[config.mk]
export PLATFORM = sky130hd
export DESIGN_NAME = tcw_front
export DESIGN_NICKNAME = d
export VERILOG_FILES = /design/src/rtl/core/tcw_pkg.sv /design/src/rtl/core/tcw_front.sv
export SDC_FILE = /design/constraint.sdc
export NUM_CORES = 1
export LEC_CHECK = 0
export ABC_AREA = 1
export BUFFER_PORTS_ARGS = -buffer_cell sky130_fd_sc_hd__buf_2
export CAP_MARGIN = 5
export CORE_MARGIN = 2
export CORE_UTILIZATION = 58
export CTS_BUF_LIST = sky130_fd_sc_hd__clkbuf_4
export CTS_CLUSTER_DIAMETER = 100
export DETAILED_ROUTE_END_ITERATION = 12
export PLACE_DENSITY_LB_ADDON = 0.1
export SLEW_MARGIN = 20
export SYNTH_ARGS = -nofsm -noshare
export SYNTH_HDL_FRONTEND = slang
export SYNTH_SLANG_ARGS = --single-unit
export TNS_END_PERCENT = 50
[constraint.sdc]
create_clock -name clk -period 5.2 [get_ports clk]
set_input_delay 0 -clock clk [delete_from_list [all_inputs] [get_ports clk]]
set_output_delay 0 -clock clk [all_outputs]
set_load 0.03 [all_outputs]
[src/rtl/core/tcw_pkg.sv]
// ----------------------------------------------------------------------------
// tcw_pkg: shared types and constants of the text console writer
// Screen geometry, control codes and the command record that passes from
// the front end to the engine.
// ----------------------------------------------------------------------------
`default_nettype none

package tcw_pkg;

  localparam int TEXT_COLS  = 80;
  localparam int TEXT_ROWS  = 25;
  localparam int CELL_COUNT = TEXT_COLS * TEXT_ROWS;

  localparam int ADDR_W = 11;
  localparam int ROW_W  = 5;
  localparam int COL_W  = 7;
  localparam int WORD_W = 16;

  localparam logic [1:0] MODE_PUT   = 2'd0;
  localparam logic [1:0] MODE_CLEAR = 2'd1;
  localparam logic [1:0] MODE_READ  = 2'd2;

  localparam logic [7:0] CH_LF      = 8'h0A;
  localparam logic [7:0] CH_CR      = 8'h0D;
  localparam logic [7:0] CH_SPACE   = 8'h20;
  localparam logic [7:0] RESET_ATTR = 8'h0F;

  localparam logic [ADDR_W-1:0] LAST_CELL   = ADDR_W'(CELL_COUNT - 1);
  localparam logic [ADDR_W-1:0] LAST_COPY   = ADDR_W'(CELL_COUNT - TEXT_COLS - 1);
  localparam logic [ADDR_W-1:0] BOTTOM_ROW0 = ADDR_W'(CELL_COUNT - TEXT_COLS);
  localparam logic [ADDR_W-1:0] COLS_A      = ADDR_W'(TEXT_COLS);
  localparam logic [ROW_W-1:0]  LAST_ROW    = ROW_W'(TEXT_ROWS - 1);
  localparam logic [COL_W-1:0]  LAST_COL    = COL_W'(TEXT_COLS - 1);

  typedef enum logic [2:0] {
    K_PUT,
    K_LF,
    K_CR,
    K_CLEAR,
    K_READ,
    K_NOP
  } kind_t;

  typedef struct packed {
    kind_t             kind;
    logic [7:0]        code;
    logic [ADDR_W-1:0] index;
    logic              index_ok;
  } cmd_t;

  typedef struct packed {
    logic init_busy;
  } stat_t;

endpackage

`default_nettype wire

[src/rtl/core/tcw_front.sv]
// ----------------------------------------------------------------------------
// tcw_front: request intake and classification
// Decodes each request into a command and holds up to two in a small queue.
// ----------------------------------------------------------------------------
`default_nettype none

module tcw_front (
  input  wire logic                       clk,
  input  wire logic                       rst,
  input  wire logic                       push,
  output logic                            full,
  input  wire logic [1:0]                 mode,
  input  wire logic [7:0]                 code_byte,
  input  wire logic [tcw_pkg::ADDR_W-1:0] cell_index,
  input  wire tcw_pkg::stat_t             stat,
  output logic                            cmd_valid,
  output tcw_pkg::cmd_t                   cmd,
  input  wire logic                       cmd_take
);

  tcw_pkg::cmd_t q [2];
  logic          wr_ptr;
  logic          rd_ptr;
  logic [1:0]    count;
  tcw_pkg::cmd_t in_cmd;
  logic          do_push;

  // Classify the request on the way in
  always_comb begin
    in_cmd.code     = code_byte;
    in_cmd.index    = cell_index;
    in_cmd.index_ok = (cell_index <= tcw_pkg::LAST_CELL);
    unique case (mode)
      tcw_pkg::MODE_PUT: begin
        if (code_byte == tcw_pkg::CH_LF) begin
          in_cmd.kind = tcw_pkg::K_LF;
        end else if (code_byte == tcw_pkg::CH_CR) begin
          in_cmd.kind = tcw_pkg::K_CR;
        end else begin
          in_cmd.kind = tcw_pkg::K_PUT;
        end
      end
      tcw_pkg::MODE_CLEAR: in_cmd.kind = tcw_pkg::K_CLEAR;
      tcw_pkg::MODE_READ:  in_cmd.kind = tcw_pkg::K_READ;
      default:             in_cmd.kind = tcw_pkg::K_NOP;
    endcase
  end

  assign full      = (count == 2'd2) || stat.init_busy;
  assign do_push   = push && !full;
  assign cmd_valid = (count != 2'd0);
  assign cmd       = q[rd_ptr];

  always_ff @(posedge clk) begin
    if (do_push) begin
      q[wr_ptr] <= in_cmd;
    end
  end

  always_ff @(posedge clk) begin
    if (rst) begin
      wr_ptr <= 1'b0;
      rd_ptr <= 1'b0;
      count  <= 2'd0;
    end else begin
      if (do_push) begin
        wr_ptr <= !wr_ptr;
      end
      if (cmd_take) begin
        rd_ptr <= !rd_ptr;
      end
      count <= count + {1'b0, do_push} - {1'b0, cmd_take};
    end
  end

endmodule

`default_nettype wire

==> run metrics <==
outcome complete, no violations; Cell Area, Synth 0.00200 mm²; Total Routed Length 3.50 mm; Final min period 1970 ps; most numerous cell in the Yosys netlist edfxtp_1; worst skew pair latency 350 ps; R2R setup slack 3530 ps; fmax 508 MHz; layout cells sized above 1 38.3%; drt first-iter violations 53; Mapped Nets 158; crit-path cells mux2_2 -> buf_2; top cells by area, synth edfxtp_1 69%, mux2_2 13%, dfxtp_1 5.0%; EDFF count, synth 46; Post-synth top flop edfxtp_1; area grow syn2layout 29.0%; vias in the first global route 1234; Final Max Tran Viols 0; number of port buffers 50; DR vias/cell 4.86; Worst EP required 5200 ps; Die W 62.8 µm; synth cell count leaders 46 x edfxtp_1, 23 x mux2_2, 15 x nand2_1; RSZ-0062 raised after global routing false; setup_tns 0 ps; Arrival @ worst endpoint 1970 ps; wire per inst 13.7 µm; Synth top area share 69.0%; max_cap viols 0; Filler cells 237; largest net degree at the start of global routing 24; count of final setup violators 0; final worst-path cycle share 37.9%; critical path endpoint category output pin; clock slew at reported path FFs 130 ps; Setup Fix Bufs, Post-CTS 0; Slew @ Worst Pin 1000 ps; WHS 42.5 ps; #FFs+latches synth 51; Gate Count Post-Synth 130; PD cells 303 mW/mm²; die area 0.00394 mm²; Yosys top cell by area edfxtp_1; core box area 0.00334 mm²; final hold vios 0; die height 62.8 µm; Synth Warn # 0; post-CTS sizing 0; sequential share of the synthesized area 74.0%; clk sinks 51; slowest CP cell dfxtp_1; Initial Utilization 60.0%; I/O pins 51; DP HPWL 2.19 mm; Async S/R FF share, synth 0%; type of the worst setup path reg2out; root buffer cell clkbuf_4; total power 784 µW; Placed Area 0.00229 mm²; first-pass GRT wire length 5.44 mm; GP Congestion 0.797; Mean Syn Cell Area 15.4 µm²; Leak 0.00103 µW; initial antenna violation count 0; CTS tree done; crit path buf inv count 1; Final ANT Viol Nets 0; Yosys cell types 15; Rows 21; Clock Path Buffers 2; crit-path max cell delay 1010 ps; n_diodes 0; delay-heaviest family, CP flip-flops; # DRC 0; crit-path max FO 23; Hold/Removal Path Class in2reg; total grt overflow 0; Net count, final 236; DRT Pass-1 Iters 4; clk_skew 5.53 ps; design area 0.00258 mm²; number of CTS-inserted buffers 5; vias 1240; worst vdd ir 0.219 mV; Tot GR Track Use 18.6%; max_slew headroom 33.1%; Setup crit start kind flop; H-tree Lvls 2
tightest hold or removal path: stages:
cell and delay [ps]:
buf_2 80, inv_1 50, nand4_1 110, nand2_1 50
nor2_1 70
layout by cell type, fill, tap and decap left out, drive strengths merged, types with 4 or more instances in the layout:
| master | count |
|---|---|
| dlygate4sd3 | 24 |
| buf | 50 |
| nor2 | 12 |
| inv | 14 |
| edfxtp | 46 |
| mux2 | 23 |
| nand2 | 15 |
| clkbuf | 5 |
| nand3 | 4 |
| dfxtp | 5 |
cell type report:
class                      instances  area, µm²  share of cell area [%]
clock buffer                       5       37.5                    1.45
timing repair buffer              74        490                    19.0
multi-input combinational         62        450                    17.4
tap                               46       57.6                    2.23
sequential                        51       1480                    57.3
inverter                          14       52.6                    2.03
clock inverter                     3       15.0                   0.581
cells by family after synthesis:
logic type               after synthesis  share of synthesized area, %
flip-flops                            51                          74.0
AND/OR/NAND/NOR                       35                          7.25
multiplexers                          23                          12.9
buffers and inverters                 17                          3.93
adder cells (fa/ha/maj)                2                          1.25
AO/OA/AOI/OAI                          1                         0.250
XOR/XNOR                               1                         0.437
metal layers:
metal	share of wire [%]	wire [µm]	track usage, %	vias up
met3	5.4	188	5.95	4
met5	0	0	0	-
met2	53	1850	32.9	45
met1	40	1420	20.8	579
met4	1.2	42	7.50	0
li1	-	-	-	612
repair_timing:
action	CTS	global route
hold endpoints to repair	51	0
hold buffers	24	0
endpoints found under the setup margin	0	0
power by group:
part           switching, µW  internal, µW  leakage (µW)  total (µW)
sequential              12.3           468      0.000462         480
clock                    114          49.8     0.0000263         164
combinational           82.4          58.2      0.000545         141
total                    208           576       0.00103         784
stage by stage:
stage	worst slack [ps]	std cells	utilization, %
after detailed placement	3270	223	68.5
after global placement	3360	223	68.5
after CTS	3200	255	77.3
after floorplan	3250	130	-
final	3230	255	77.5
after global routing	3100	255	77.5
state kept, by name, summed over array words and instances (netlist names), named ones only:
signal and count:
count 2, rd_ptr 1, q 46, wr_ptr 1
path summary, 6_finish.rpt:
kind | from | to | cells past startpoint
setup reg to reg | count[0]$_SDFF_PP0_ | q[1][1]$_DFFE_PP_ | 4
setup / recovery | flop | cmd[13] | 2
hold / removal | stat | wr_ptr$_SDFFE_PP0P_ | 5
hold reg to reg | rd_ptr$_SDFFE_PP0P_ | flop | 2
Power figures use the tool's default switching activity.
